$ cat config.mk
export PLATFORM = sky130hd
export DESIGN_NAME = flrb_resq
export DESIGN_NICKNAME = d
export VERILOG_FILES = /design/src/hw/rtl/assert_macros.svh /design/src/hw/rtl/flrb_pkg.sv /design/src/hw/rtl/flrb_resq.sv
export SDC_FILE = /design/constraint.sdc
export NUM_CORES = 1
export LEC_CHECK = 0
export CAP_MARGIN = 20
export CELL_PAD_IN_SITES_DETAIL_PLACEMENT = 1
export CELL_PAD_IN_SITES_GLOBAL_PLACEMENT = 1
export CORE_ASPECT_RATIO = 0.6
export CORE_MARGIN = 2
export CORE_UTILIZATION = 53
export DETAILED_ROUTE_END_ITERATION = 7
export DONT_BUFFER_PORTS = 1
export PLACE_DENSITY_LB_ADDON = 0.1
export RECOVER_POWER = 25
export SETUP_SLACK_MARGIN = 0.4
export SYNTH_ARGS = -nofsm -noshare
export SYNTH_HDL_FRONTEND = slang
export SYNTH_SLANG_ARGS = --single-unit
$ cat constraint.sdc
create_clock -name i_clk -period 5.05 [get_ports i_clk]
set_input_delay 0.2525 -clock i_clk [delete_from_list [all_inputs] [get_ports i_clk]]
set_output_delay 0.2525 -clock i_clk [all_outputs]
set_load 0.03 [all_outputs]
$ cat src/hw/rtl/assert_macros.svh
// ---------------------------------------------------------------------------
// assertion helpers for the rtl
// ---------------------------------------------------------------------------
`ifndef ASSERT_MACROS_SVH
`define ASSERT_MACROS_SVH

// same-cycle check, sampled on i_clk, off during reset
`define FLRB_ASSERT(lbl, prop) \
    lbl: assert property (@(posedge i_clk) disable iff (!i_rst_n) (prop)) \
        else $error("flrb check failed");

// next-cycle implication
`define FLRB_ASSERT_NEXT(lbl, ante, cons) \
    lbl: assert property (@(posedge i_clk) disable iff (!i_rst_n) (ante) |=> (cons)) \
        else $error("flrb sequence check failed");

`endif

$ cat src/hw/rtl/flrb_pkg.sv
// ---------------------------------------------------------------------------
// flrb_pkg
// shared types and constants of the line reuse buffer
// ---------------------------------------------------------------------------
package flrb_pkg;

    localparam int LINES     = 16;
    localparam int NPART     = 8;
    localparam int WORDS     = 8;
    localparam int ADDR_W    = 42;
    localparam int DATA_W    = 64;
    localparam int CORE_W    = 6;
    localparam int CAP_W     = 5;
    localparam int SLOT_W    = $clog2(LINES);
    localparam int PART_W    = $clog2(NPART);
    localparam int WORD_W    = $clog2(WORDS);
    localparam int FILL_W    = $clog2(LINES + 1);
    localparam int MAXL_RST  = 16;

    typedef enum logic [1:0] {
        OP_ADD    = 2'd0,
        OP_LOOKUP = 2'd1,
        OP_READ   = 2'd2,
        OP_RSVD   = 2'd3
    } t_op;

    typedef enum logic [1:0] {
        ST_HIT      = 2'd0,
        ST_MISS     = 2'd1,
        ST_DISABLED = 2'd2,
        ST_BADCORE  = 2'd3
    } t_status;

    typedef enum logic {
        CFG_MAX_LINES = 1'b0,
        CFG_PER_CORE  = 1'b1
    } t_cfg_idx;

    typedef enum logic [3:0] {
        BS_IDLE,
        BS_EMIT,
        BS_TAGRD,
        BS_TAGCMP,
        BS_EVICT,
        BS_WRTAG,
        BS_COPY,
        BS_DRD,
        BS_DOUT
    } t_bstate;

    typedef struct packed {
        logic               ovr;
        t_status            status;
        t_op                op;
        logic [PART_W-1:0]  part;
        logic [ADDR_W-1:0]  addr;
        logic [WORD_W-1:0]  widx;
        logic [DATA_W-1:0]  data;
    } t_cmd;

    typedef struct packed {
        t_status            status;
        logic [WORD_W-1:0]  widx;
        logic [DATA_W-1:0]  data;
        logic               last;
    } t_res;

    typedef struct packed {
        logic [FILL_W-1:0]  cap;
    } t_cfg;

    typedef struct packed {
        logic               busy;
    } t_bstat;

endpackage

$ cat src/hw/rtl/flrb_resq.sv
// ---------------------------------------------------------------------------
// flrb_resq
// two-deep result queue between the back end and the consumer
// ---------------------------------------------------------------------------
module flrb_resq (
    input  logic            i_clk,
    input  logic            i_rst_n,
    input  logic            i_push,
    input  flrb_pkg::t_res  i_res,
    output logic            o_full,
    input  logic            i_pop,
    output logic            o_empty,
    output flrb_pkg::t_res  o_res
);
    import flrb_pkg::*;

    t_res       r_q [2];
    logic       r_wp, r_rp;
    logic [1:0] r_cnt;
    logic       w_in, w_out;

    assign o_full  = (r_cnt == 2'd2);
    assign o_empty = (r_cnt == 2'd0);
    assign o_res   = r_q[r_rp];
    assign w_in    = i_push && !o_full;
    assign w_out   = i_pop && !o_empty;

    always_ff @(posedge i_clk) begin
        if (!i_rst_n) begin
            r_wp  <= 1'b0;
            r_rp  <= 1'b0;
            r_cnt <= 2'd0;
        end else begin
            if (w_in)  r_wp <= ~r_wp;
            if (w_out) r_rp <= ~r_rp;
            r_cnt <= r_cnt + {1'b0, w_in} - {1'b0, w_out};
        end
    end

    always_ff @(posedge i_clk) begin
        if (w_in) r_q[r_wp] <= i_res;
    end

endmodule

After elaboration in Yosys (flattened, before gate mapping)
Memories as Yosys holds them, arrays and structs flattened. A register that Yosys moved wholly into a read port is not among the register bits.
Cells that the tools add are included.
{"block": "word_totals", "memories": 1, "output_inout_bits": 72, "reg_bits": 4, "elab_cells": 18, "ram_bits": 140, "in_bits": 74}
{"block": "op_classes", "n_addsub": 2, "bitwise": 2, "n_mux": 4, "reduce_logical": 5, "eq_ne": 1}
{"memory": "r_q", "depth": 2, "width": 70, "read_ports": 1, "rd_clocked_by_memory_dff": 1, "wr": 1, "line": "flrb_resq.sv:17", "rtl": "t_res r_q [2];"}
{"operator": "1-bit 2-to-1 mux", "count": 4}
{"operator": "2-bit by 1-bit adder with 2-bit output", "count": 1}
{"operator": "2-bit == test, second input constant", "count": 1}
{"operator": "1-bit logical AND", "count": 2}
{"operator": "1-bit logical NOT", "count": 2}
{"operator": "2-bit logical NOT", "count": 1}
{"operator": "1-bit NOT", "count": 2}
{"operator": "2-bit by 1-bit subtractor with 2-bit output", "count": 1}

Depth between registers and ports, before layout
{"block": "depth", "ltp_word": 5, "ltp_mapped": 8, "ltp_nobuf": 8}

Least setup slack after synthesis
Ideal clock, no wire load.
{"block": "synth_path", "kind": "register -> register", "start": "reg r_cnt[0]", "end": "mem r_q[0][0] (netlist bit), enable pin", "path_buffers": 0, "stages_incl_launch_ff": 4, "arrival_time_ns": 3.514, "path_slack_ns": 1.038, "required_time_ns": 4.552, "setup_time_ns": 0.498, "period_less_slack_ns": 4.012, "path_cell_list": "dfxtp_1 nand2b_1 nand2_1 nor2_1"}
{"block": "synth_via", "elab_chain_len": 5}
{"item": "start, declared", "line": "flrb_resq.sv:19", "rtl": "logic [1:0] r_cnt;"}
{"item": "start signal, assigned", "line": "flrb_resq.sv:36", "rtl": "r_cnt <= r_cnt + {1'b0, w_in} - {1'b0, w_out};"}
{"item": "2-bit == test", "line": "flrb_resq.sv:22", "rtl": "assign o_full = (r_cnt == 2'd2);"}
{"item": "1-bit logical NOT", "line": "flrb_resq.sv:25", "rtl": "assign w_in = i_push && !o_full;"}
{"item": "1-bit logical AND", "line": "flrb_resq.sv:25"}
{"item": "1-bit 2-to-1 mux", "line": "flrb_resq.sv:41", "rtl": "if (w_in) r_q[r_wp] <= i_res;"}
{"item": "1-bit 2-to-1 mux (implied by the code)", "line": "flrb_resq.sv:41"}
{"item": "end, declared", "line": "flrb_resq.sv:17"}
No other way between the ends.

==> impl_metrics.json <==
{
  "core_area_um2": 10500,
  "rsz0062_at_grt": "no",
  "clock_path_buffers": 2,
  "wl_per_cell_um": 20.8,
  "die_width_um": 137,
  "root_buffer": "clkbuf_16",
  "initial_utilization_pct": 54.0,
  "tightest_slew_ns": 1.04,
  "crit_required_ns": 4.80,
  "synth_seq_area_share_pct": 76.3,
  "fin_crit_sh_pct": 51.5,
  "synth-seq-cells": 145,
  "min_path_type": "in -> reg",
  "syn2layout_area_growth_pct": 25.1,
  "hpwl_um": 5620,
  "status": "complete, no violations",
  "fin_nets": 405,
  "synth_warnings": 0,
  "worstPathMaxFanout": 38,
  "period_minus_slack_ns": 2.60,
  "yosysUniqueCellTypes": 17,
  "gp_congestion": 0.728,
  "globalRouteMet3Util_pct": 8.93,
  "path_clk_slew_ns": 0.06,
  "io_pins": 146,
  "cts.repair.resized": 0,
  "first_global_vias": 2689,
  "hold_depth": 2,
  "max_freq_ghz": 0.384,
  "finalSetupViolations": 0,
  "port-buffer-count": 0,
  "synthTopCellsByArea": "edfxtp_1 75%, mux2_4 19%, buf_12 2.5%",
  "drt-total-wl_um": 10000,
  "final_cell_area_um2": 7060,
  "met2_usage_pct": 27.8,
  "clk-insertion-delay-late_ns": 0.41,
  "antenna_found_initial": 1,
  "crit_arrival_ns": 2.35,
  "firstDrtPassIters": 4,
  "final.setup.tns_ns": 0,
  "start_kind": "flip-flop",
  "finClkSkew_ns": 0.00872,
  "cts_htree_levels": 4,
  "pwr_density_cell_nw_per_um2": 597,
  "vias_per_cell": 5.15,
  "worstSetupEndpointType": "primary output",
  "cts-buffers-inserted": 17,
  "drive_gt1_share_pct": 30.1,
  "leakagePower_nw": 2.56,
  "drc": 0,
  "rows": 29,
  "synth_top_area_share_pct": 74.5,
  "grt_overflow": 0,
  "grt_max_degree": 71,
  "place_area_um2": 5690,
  "maxCapViolations": 0,
  "grt_pass1_wl_um": 15000,
  "synth.avg_cell_area_um2": 23.0,
  "maxSlewHeadroom_pct": 30.4,
  "clock_sinks": 145,
  "via_count": 2483,
  "slew_violations": 0,
  "die_area_um2": 11500,
  "track_usage_pct": 18.4,
  "syn-cell-area_um2": 5640,
  "power_w": 0.00421,
  "first_iter_violations": 121,
  "ir_drop_v": 0.000445,
  "reg2reg_depth": 4,
  "cts_tree": "done",
  "synthesis.nets": 321,
  "synth.largest_area_cell": "edfxtp_1",
  "die_y_um": 83.9,
  "syn_inst": 245,
  "busiest_layer": "met2",
  "critPathKind": "reg -> out",
  "met1_usage_pct": 22.1,
  "finalHoldViolations": 0,
  "antenna_left": 0
}
==> sequential cells by signal (all words and copies together), names as in the netlist, named ones only <==
signal / count
r_q: 140
r_wp: 1
r_rp: 1
r_cnt: 2
==> what timing repair did <==
action	CTS	global route
endpoints found under the hold margin	145	0
buffers inserted	0	0
hold buffers	71	0
==> where the power goes <==
part	internal (W)	switching [W]
clock network	0.000922	0.000455
registers	0.00156	0.000117
logic	0.000429	0.000734
==> through the flow <==
step,std cells,hold WS [ns],utilization [%],worst slack [ns]
4_1_cts,481,0.118,67.5,2.40
6_report,482,0.139,67.5,2.45
2_1_floorplan,245,0.351,-,1.04
5_1_grt,482,0.150,67.5,2.33
3_5_place_dp,378,0.351,54.5,2.53
3_3_place_gp,378,0.351,54.5,2.58
==> Yosys cell counts <==
cell and instances:
nor2_1 5, ha_1 2, xnor2_1 1, nand2b_1 2
and3_1 1, dfxtp_1 5, nor3_1 1, mux2i_1 1
buf_6 1, inv_1 3, nand2_1 2, xor2_1 1
o21a_1 1, buf_12 7, and2_1 2, mux2_4 70
edfxtp_1 140
==> final cells by class <==
class	count	area, um^2
clock inverters	12	213
multi-input cells	89	1190
clock buffers	20	437
flip-flops and latches	145	4310
repair buffers	73	726
inverters	3	11.3
well taps	139	174
fillers	850	3390
diodes	1	2.50
==> worst max-delay path, cell delays in order (launching register included) <==
cell	delay (ns)
dfxtp_4	0.82
buf_4	0.64
mux2_4	0.42
==> path summary, 6_finish.rpt <==
| check | endpoint | slack (ns) | from |
|---|---|---|---|
| max reg2reg | r_q[0][45] | 2.57 | r_cnt[0] |
| min reg2reg | r_wp | 0.54 | r_wp |
| min | r_wp | 0.14 | i_push |
| max | o_res[44] | 2.45 | flip-flop |
==> cell families (layout without fill, tap and decap cells) <==
logic type | count (synthesis) | count (layout) | synth area share, %
buffers and inverters | 11 | 108 | 2.88
other | 0 | 1 | 0
AND/OR/NAND/NOR | 13 | 13 | 1.11
adder cells (fa/ha/maj) | 2 | 2 | 0.444
AO/OA/AOI/OAI | 1 | 1 | 0.133
multiplexers | 71 | 71 | 18.8
XOR/XNOR | 2 | 2 | 0.311
flip-flops | 145 | 145 | 76.3
==> routing by layer <==
| layer | vias to the layer above | share of wire, % |
|---|---|---|
| met2 | 102 | 47 |
| met5 | - | 0 |
| met3 | 20 | 9.9 |
| li1 | 1132 | - |
| met1 | 1229 | 41 |
| met4 | 0 | 2.2 |
==> cell usage in the layout, fill, tap and decap left out, types with 3 or more instances in the layout <==
cell | Yosys | layout
edfxtp_1 | 140 | 140
dlygate4sd3_1 | 0 | 71
mux2_4 | 70 | 70
clkbuf_16 | 0 | 17
bufinv_16 | 0 | 6
nor2_1 | 5 | 4
clkinv_2 | 0 | 4
dfxtp_1 | 5 | 4
inv_1 | 3 | 3
clkbuf_1 | 0 | 3
(Power assumes the default switching activity.)
