**src/hw/rtl/assert_macros.svh**
```systemverilog
// ---------------------------------------------------------------------------
// assertion helpers for the rtl
// ---------------------------------------------------------------------------
`ifndef ASSERT_MACROS_SVH
`define ASSERT_MACROS_SVH

// same-cycle check, sampled on i_clk, off during reset
`define FLRB_ASSERT(lbl, prop) \
    lbl: assert property (@(posedge i_clk) disable iff (!i_rst_n) (prop)) \
        else $error("flrb check failed");

// next-cycle implication
`define FLRB_ASSERT_NEXT(lbl, ante, cons) \
    lbl: assert property (@(posedge i_clk) disable iff (!i_rst_n) (ante) |=> (cons)) \
        else $error("flrb sequence check failed");

`endif

```
**src/hw/rtl/flrb_pkg.sv**
```systemverilog
// ---------------------------------------------------------------------------
// flrb_pkg
// shared types and constants of the line reuse buffer
// ---------------------------------------------------------------------------
package flrb_pkg;

    localparam int LINES     = 16;
    localparam int NPART     = 8;
    localparam int WORDS     = 8;
    localparam int ADDR_W    = 42;
    localparam int DATA_W    = 64;
    localparam int CORE_W    = 6;
    localparam int CAP_W     = 5;
    localparam int SLOT_W    = $clog2(LINES);
    localparam int PART_W    = $clog2(NPART);
    localparam int WORD_W    = $clog2(WORDS);
    localparam int FILL_W    = $clog2(LINES + 1);
    localparam int MAXL_RST  = 16;

    typedef enum logic [1:0] {
        OP_ADD    = 2'd0,
        OP_LOOKUP = 2'd1,
        OP_READ   = 2'd2,
        OP_RSVD   = 2'd3
    } t_op;

    typedef enum logic [1:0] {
        ST_HIT      = 2'd0,
        ST_MISS     = 2'd1,
        ST_DISABLED = 2'd2,
        ST_BADCORE  = 2'd3
    } t_status;

    typedef enum logic {
        CFG_MAX_LINES = 1'b0,
        CFG_PER_CORE  = 1'b1
    } t_cfg_idx;

    typedef enum logic [3:0] {
        BS_IDLE,
        BS_EMIT,
        BS_TAGRD,
        BS_TAGCMP,
        BS_EVICT,
        BS_WRTAG,
        BS_COPY,
        BS_DRD,
        BS_DOUT
    } t_bstate;

    typedef struct packed {
        logic               ovr;
        t_status            status;
        t_op                op;
        logic [PART_W-1:0]  part;
        logic [ADDR_W-1:0]  addr;
        logic [WORD_W-1:0]  widx;
        logic [DATA_W-1:0]  data;
    } t_cmd;

    typedef struct packed {
        t_status            status;
        logic [WORD_W-1:0]  widx;
        logic [DATA_W-1:0]  data;
        logic               last;
    } t_res;

    typedef struct packed {
        logic [FILL_W-1:0]  cap;
    } t_cfg;

    typedef struct packed {
        logic               busy;
    } t_bstat;

endpackage

```
**src/hw/rtl/flrb_front.sv**
```systemverilog
// ---------------------------------------------------------------------------
// flrb_front
// config registers, request classification and a two-deep command queue
// ---------------------------------------------------------------------------
module flrb_front (
    input  logic                          i_clk,
    input  logic                          i_rst_n,
    input  logic                          i_cfg_we,
    input  logic                          i_cfg_idx,
    input  logic [flrb_pkg::CAP_W-1:0]    i_cfg_data,
    input  logic                          i_push,
    output logic                          o_full,
    input  logic [1:0]                    i_op,
    input  logic [flrb_pkg::CORE_W-1:0]   i_core_id,
    input  logic [flrb_pkg::ADDR_W-1:0]   i_line_addr,
    input  logic [flrb_pkg::WORD_W-1:0]   i_word_index,
    input  logic [flrb_pkg::DATA_W-1:0]   i_data_word,
    output logic                          o_cmd_valid,
    output flrb_pkg::t_cmd                o_cmd,
    input  logic                          i_cmd_pop,
    output flrb_pkg::t_cfg                o_cfg
);
    import flrb_pkg::*;

    logic [CAP_W-1:0] r_max_lines;
    logic             r_per_core;
    t_cmd             r_q [2];
    logic             r_wp, r_rp;
    logic [1:0]       r_cnt;
    t_cmd             w_cmd;
    logic             w_in, w_out;

    always_ff @(posedge i_clk) begin
        if (!i_rst_n) begin
            r_max_lines <= CAP_W'(MAXL_RST);
            r_per_core  <= 1'b0;
        end else if (i_cfg_we) begin
            case (t_cfg_idx'(i_cfg_idx))
                CFG_MAX_LINES: r_max_lines <= i_cfg_data;
                CFG_PER_CORE:  r_per_core  <= i_cfg_data[0];
                default:       r_per_core  <= r_per_core;
            endcase
        end
    end

    always_comb begin
        o_cfg.cap = (r_max_lines > CAP_W'(LINES)) ? FILL_W'(LINES) : FILL_W'(r_max_lines);
    end

    // classify: disabled and bad core ids short-circuit the back end
    always_comb begin
        w_cmd.ovr    = 1'b0;
        w_cmd.status = ST_HIT;
        w_cmd.op     = t_op'(i_op);
        w_cmd.part   = '0;
        w_cmd.addr   = i_line_addr;
        w_cmd.widx   = i_word_index;
        w_cmd.data   = i_data_word;
        if (r_max_lines == '0) begin
            w_cmd.ovr    = 1'b1;
            w_cmd.status = ST_DISABLED;
        end else if (r_per_core) begin
            if ({1'b0, i_core_id} >= (CORE_W+1)'(NPART)) begin
                w_cmd.ovr    = 1'b1;
                w_cmd.status = ST_BADCORE;
            end else begin
                w_cmd.part = i_core_id[PART_W-1:0];
            end
        end
    end

    assign o_full      = (r_cnt == 2'd2);
    assign o_cmd_valid = (r_cnt != 2'd0);
    assign o_cmd       = r_q[r_rp];
    assign w_in        = i_push && !o_full;
    assign w_out       = i_cmd_pop && o_cmd_valid;

    always_ff @(posedge i_clk) begin
        if (!i_rst_n) begin
            r_wp  <= 1'b0;
            r_rp  <= 1'b0;
            r_cnt <= 2'd0;
        end else begin
            if (w_in)  r_wp <= ~r_wp;
            if (w_out) r_rp <= ~r_rp;
            r_cnt <= r_cnt + {1'b0, w_in} - {1'b0, w_out};
        end
    end

    always_ff @(posedge i_clk) begin
        if (w_in) r_q[r_wp] <= w_cmd;
    end

endmodule

```
**config.mk**
```make
export PLATFORM = sky130hd
export DESIGN_NAME = flrb_front
export DESIGN_NICKNAME = d
export VERILOG_FILES = /design/src/hw/rtl/assert_macros.svh /design/src/hw/rtl/flrb_pkg.sv /design/src/hw/rtl/flrb_front.sv
export SDC_FILE = /design/constraint.sdc
export NUM_CORES = 1
export LEC_CHECK = 0
export ABC_CLOCK_PERIOD_IN_PS = 7900
export BUFFER_PORTS_ARGS = -buffer_cell sky130_fd_sc_hd__buf_2
export CORE_MARGIN = 4
export CORE_UTILIZATION = 52
export DETAILED_ROUTE_END_ITERATION = 10
export PLACE_DENSITY = 0.79
export SLEW_MARGIN = 10
export SYNTH_ARGS = -nofsm -noshare
export SYNTH_HDL_FRONTEND = slang
export SYNTH_SLANG_ARGS = --single-unit
```
**constraint.sdc**
```tcl
create_clock -name i_clk -period 7.9 [get_ports i_clk]
set_input_delay 0.79 -clock i_clk [delete_from_list [all_inputs] [get_ports i_clk]]
set_output_delay 0.79 -clock i_clk [all_outputs]
set_load 0.01 [all_outputs]
```
After elaboration in Yosys (flattened, before gate mapping)
Memory sizes are Yosys's and may differ from the RTL's. A register that Yosys moved wholly into a read port is not among the register bits.
Index checks and enable logic that the tools add are counted.
- bits in registers: 10
- memory bits (writable): 234
- output and inout bits: 124
- word-level logic and storage cells: 32
- memories kept: 1
- add/subtract/negate cells: 2
- magnitude comparators: 2
- equality and inequality tests: 1
- mux-type cells: 11
- bitwise logic cells: 3
- reduce and logical (&&, ||, !) cells: 7
- memory list (memory ; words ; width ; rd ports ; clocked after memory_dff ; wr ports ; RTL line ; source):
    r_q ; 2 ; 117 ; 1 ; 1 ; 1 ; flrb_front.sv:27 ; t_cmd r_q [2];
- operators with widths (operator ; number):
    3-bit 2-to-1 mux ; 6
    6-bit by 4-bit greater-or-equal comparator with 1-bit output (second input constant) ; 1
    5-bit greater-than comparator (second input constant) ; 1
    5-bit zero test ; 1
    5-bit 2-to-1 mux ; 1
    1-bit 2-to-1 mux ; 4
    2-bit AND reduction ; 2
    1-bit inverter ; 3
    2-bit by 1-bit adder with 2-bit output ; 1
    2-bit equality test (second input constant) ; 1
    1-bit logical AND ; 2
    2-bit nonzero test ; 1
    2-bit by 1-bit subtractor with 2-bit output ; 1
    1-bit zero test ; 1

Depth between registers and ports, before layout
- depth in word-level cells: 5
- depth in mapped cells: 8
- mapped depth without buffers: 8

Worst setup path before layout
No wires, ideal clock.
- path kind: input -> register
- start point: input i_push
- end point: memory r_q[0][0] in the netlist's numbering, enable pin
- setup time: 0.592 ns
- arrival time: 5.707 ns
- data required time: 7.308 ns
- setup slack: 1.601 ns
- stages on the path: 2
- cell sequence: nand2_1 nor2_1
- cells in the longest elaborated chain, start to end: 3
- RTL lines (item ; RTL line ; source):
    start: declaration ; flrb_front.sv:11 ; input logic i_push,
    1-bit logical AND ; flrb_front.sv:75 ; assign w_in = i_push && !o_full;
    1-bit 2-to-1 mux ; flrb_front.sv:91 ; if (w_in) r_q[r_wp] <= w_cmd;
    1-bit 2-to-1 mux (not written as such) ; flrb_front.sv:91 ;
    end: declaration ; flrb_front.sv:27 ;
Every way passes these cells.

==> reports/metrics.cfg <==
[route]
num_vias=4808
met2WireLength_um=8480
drc=0
vias_per_cell=5.14
met1Wirelength_um=6710
dr.pass1.iters=4
routed_wl_um=17200
drtAntennaViolNets=0
wl_per_cell_um=18.4
wl_met3_um=1610
top_layer_used=met4
drtIter0Drc=209

[power_and_ir_drop]
switching_share=0.266
internal-power_mw=2.80
total_power_mw=3.81
comb_power_share=0.244
powerDensity_nw_per_um2=336
p_leak_nw=4.37
clock_power_share=0.296
seqPwrFrac=0.460
ir_worst_vdd_mv=0.230
switchingPower_mw=1.02

[worst_setup_path]
start_kind=flip-flop
critPathRequiredTime_ps=7110
crit_path_end_kind=primary output
crit_fanout=64
worst_ep_arrival_time_ps=2840
critPathKind=reg2out

[synth]
synth_nets=558
syn_inst=428
yosysWarnings=0
syn_area_per_cell_um2=21.2
synthesis.area_um2=9080
ys_types=28
ys_ff_latch=243
yosysSeqAreaShare=0.792

[worst_hold_path]
hp-class=in2reg

[grt]
grt_overflow=0
grt_start_max_net_pins=65
antenna_found_initial=0
grt_pass1_wl_um=26500
grt_pass1_vias=5075
grt_use_total=0.168

[clocking]
cts_resized=0
cts_inserted_buffers=25
root_buffer=clkbuf_16
cts_hold_buf=0
h-tree-depth=1
cts.sinks=243
clk_path_buf_depth=3
tritoncts=built
post_cts.repair.setup_buffers=0
clk_latency_ps=500
clk_pin_slew_ps=60

[timing]
fmax_ghz=0.275
rsz0062_at_grt=no
timing.slew.headroom=0.408
clock_skew_ps=9.32
tns_ps=0
finalCriticalPeriod_ps=3630
setup_violations=0
fin_hold_ws_ps=473
period_share=0.460
slew_violations=0
finalHoldViolCount=0
worst_pin_slew_ps=888

[final_layout]
fin_util=0.661
fill_cells=1170
drive_above_1_share=0.581
diodes=0
syn_to_final_growth_pct=25.1
stdcell_count=936
num-nets-final=824

[job]
max_cap_viol_count=0

[floorplanning]
coreArea_um2=17200
fp.dieW_um=140
row_count=48
die_area_um2=19600
chipHeight_um=140
initial_core_util=0.528
ios=252

[placed_design]
io_buffers=251
gp_congestion=0.849
placed_cells=892
dp_hpwl_um=11800

[run_status]
status=complete, no violations

==> flip-flops by register name, indices dropped and copies added (netlist names), named ones only <==
signal,count
r_cnt,2
r_max_lines,5
r_per_core,1
r_q,232
r_rp,1
r_wp,1
==> path summary, 6_finish.rpt <==
check	startpoint	endpoint	slack (ps)	cells past startpoint
setup / recovery	flip-flop	o_cmd[18]	4270	3
hold / removal	i_data_word[44]	r_q[1][44]$_DFFE_PP_	470	1
setup reg to reg	r_cnt[0]$_SDFF_PN0_	r_q[1][110]$_DFFE_PP_	5440	3
hold reg to reg	r_rp$_SDFFE_PN0P_	flip-flop	530	2
==> logic make-up (layout without fill, tap and decap cells) <==
| kind of cell | Yosys count | in the layout | share of synthesized area |
|---|---|---|---|
| xor gates and xnor gates | 2 | 2 | 0.00193 |
| muxes | 122 | 122 | 0.167 |
| adders and majority gates | 2 | 2 | 0.00276 |
| and+or+nand+nor | 37 | 37 | 0.0210 |
| AOI/OAI and AO/OA | 3 | 3 | 0.00193 |
| DFF | 243 | 243 | 0.792 |
| buffers and inverters | 19 | 302 | 0.0136 |
==> critical path: stages (launching register included) <==
cell	delay (ps)
dfxtp_4	900
buf_4	800
mux2_2	430
buf_2	140
==> synth_stat cells <==
library cell / number / area (um^2)
buf_2: 9 / 45.0
or3_1: 1 / 6.26
edfxtp_1: 232 / 6970
buf_6: 5 / 56.3
a21oi_1: 1 / 5.00
and3_1: 1 / 6.26
xor2_1: 1 / 8.76
inv_1: 3 / 11.3
mux2_4: 40 / 601
and2_1: 2 / 12.5
nor2b_1: 5 / 31.3
o21a_1: 1 / 7.51
xnor2_1: 1 / 8.76
buf_4: 1 / 7.51
mux2_2: 76 / 856
nand2_1: 9 / 33.8
nor2_1: 9 / 33.8
nor3_1: 4 / 20.0
dfxtp_1: 11 / 220
clkbuf_1: 1 / 3.75
or4_4: 1 / 11.3
nor2_4: 1 / 11.3
o21ai_1: 1 / 5.00
or2_2: 1 / 6.26
nand3_1: 1 / 5.00
nand2b_1: 2 / 12.5
mux2i_1: 6 / 60.1
ha_1: 2 / 25.0
==> placed cells by master (no fill, tap or decap), types with 2 or more instances in the layout <==
cell type / netlist / layout
buf_2: 9 / 251
edfxtp_1: 232 / 232
mux2_2: 76 / 76
mux2_4: 40 / 40
clkbuf_16: 0 / 25
dfxtp_1: 11 / 10
nand2_1: 9 / 9
nor2_1: 9 / 8
mux2i_1: 6 / 6
nor2b_1: 5 / 5
clkinv_1: 0 / 5
nor3_1: 4 / 4
buf_4: 1 / 4
inv_1: 3 / 3
clkbuf_1: 1 / 3
clkinv_2: 0 / 3
bufinv_16: 0 / 3
clkinvlp_4: 0 / 3
nor2_4: 1 / 2
nand2b_1: 2 / 2
and2_1: 2 / 2
ha_1: 2 / 2
==> power groups by stage <==
stage / logic, mW / clock network, mW / registers (mW)
2_1_floorplan: 0.656 / 0 / 1.74
6_report: 0.929 / 1.13 / 1.75
4_1_cts: 0.946 / 1.16 / 1.76
5_1_grt: 0.998 / 1.22 / 1.77
3_3_place_gp: 0.922 / 0 / 1.77
3_5_place_dp: 0.942 / 0 / 1.78
==> final cells by class <==
| class | instances | area, um^2 | share of cell area |
|---|---|---|---|
| flip-flops and latches | 243 | 7190 | 0.633 |
| clock buffers | 28 | 637 | 0.0561 |
| repair buffers | 255 | 1290 | 0.113 |
| clock inverters | 16 | 166 | 0.0147 |
| multi-input cells | 166 | 1780 | 0.157 |
| well taps | 225 | 282 | 0.0248 |
| inverters | 3 | 11.3 | 0.000992 |
==> stage by stage <==
stage               instance area (um^2)  setup slack [ps]
global placement                   10500              4790
detailed placement                 10500              4740
finish                             11400              4270
CTS                                11400              4190
global route                       11400              4080
floorplan                           9080              1600
==> metal layers <==
metal | track usage | vias up
li1 | - | 2201
met5 | 0 | -
met3 | 0.0519 | 37
met4 | 0.0495 | 0
met2 | 0.285 | 227
met1 | 0.210 | 2343
(Power assumes the default switching activity.)
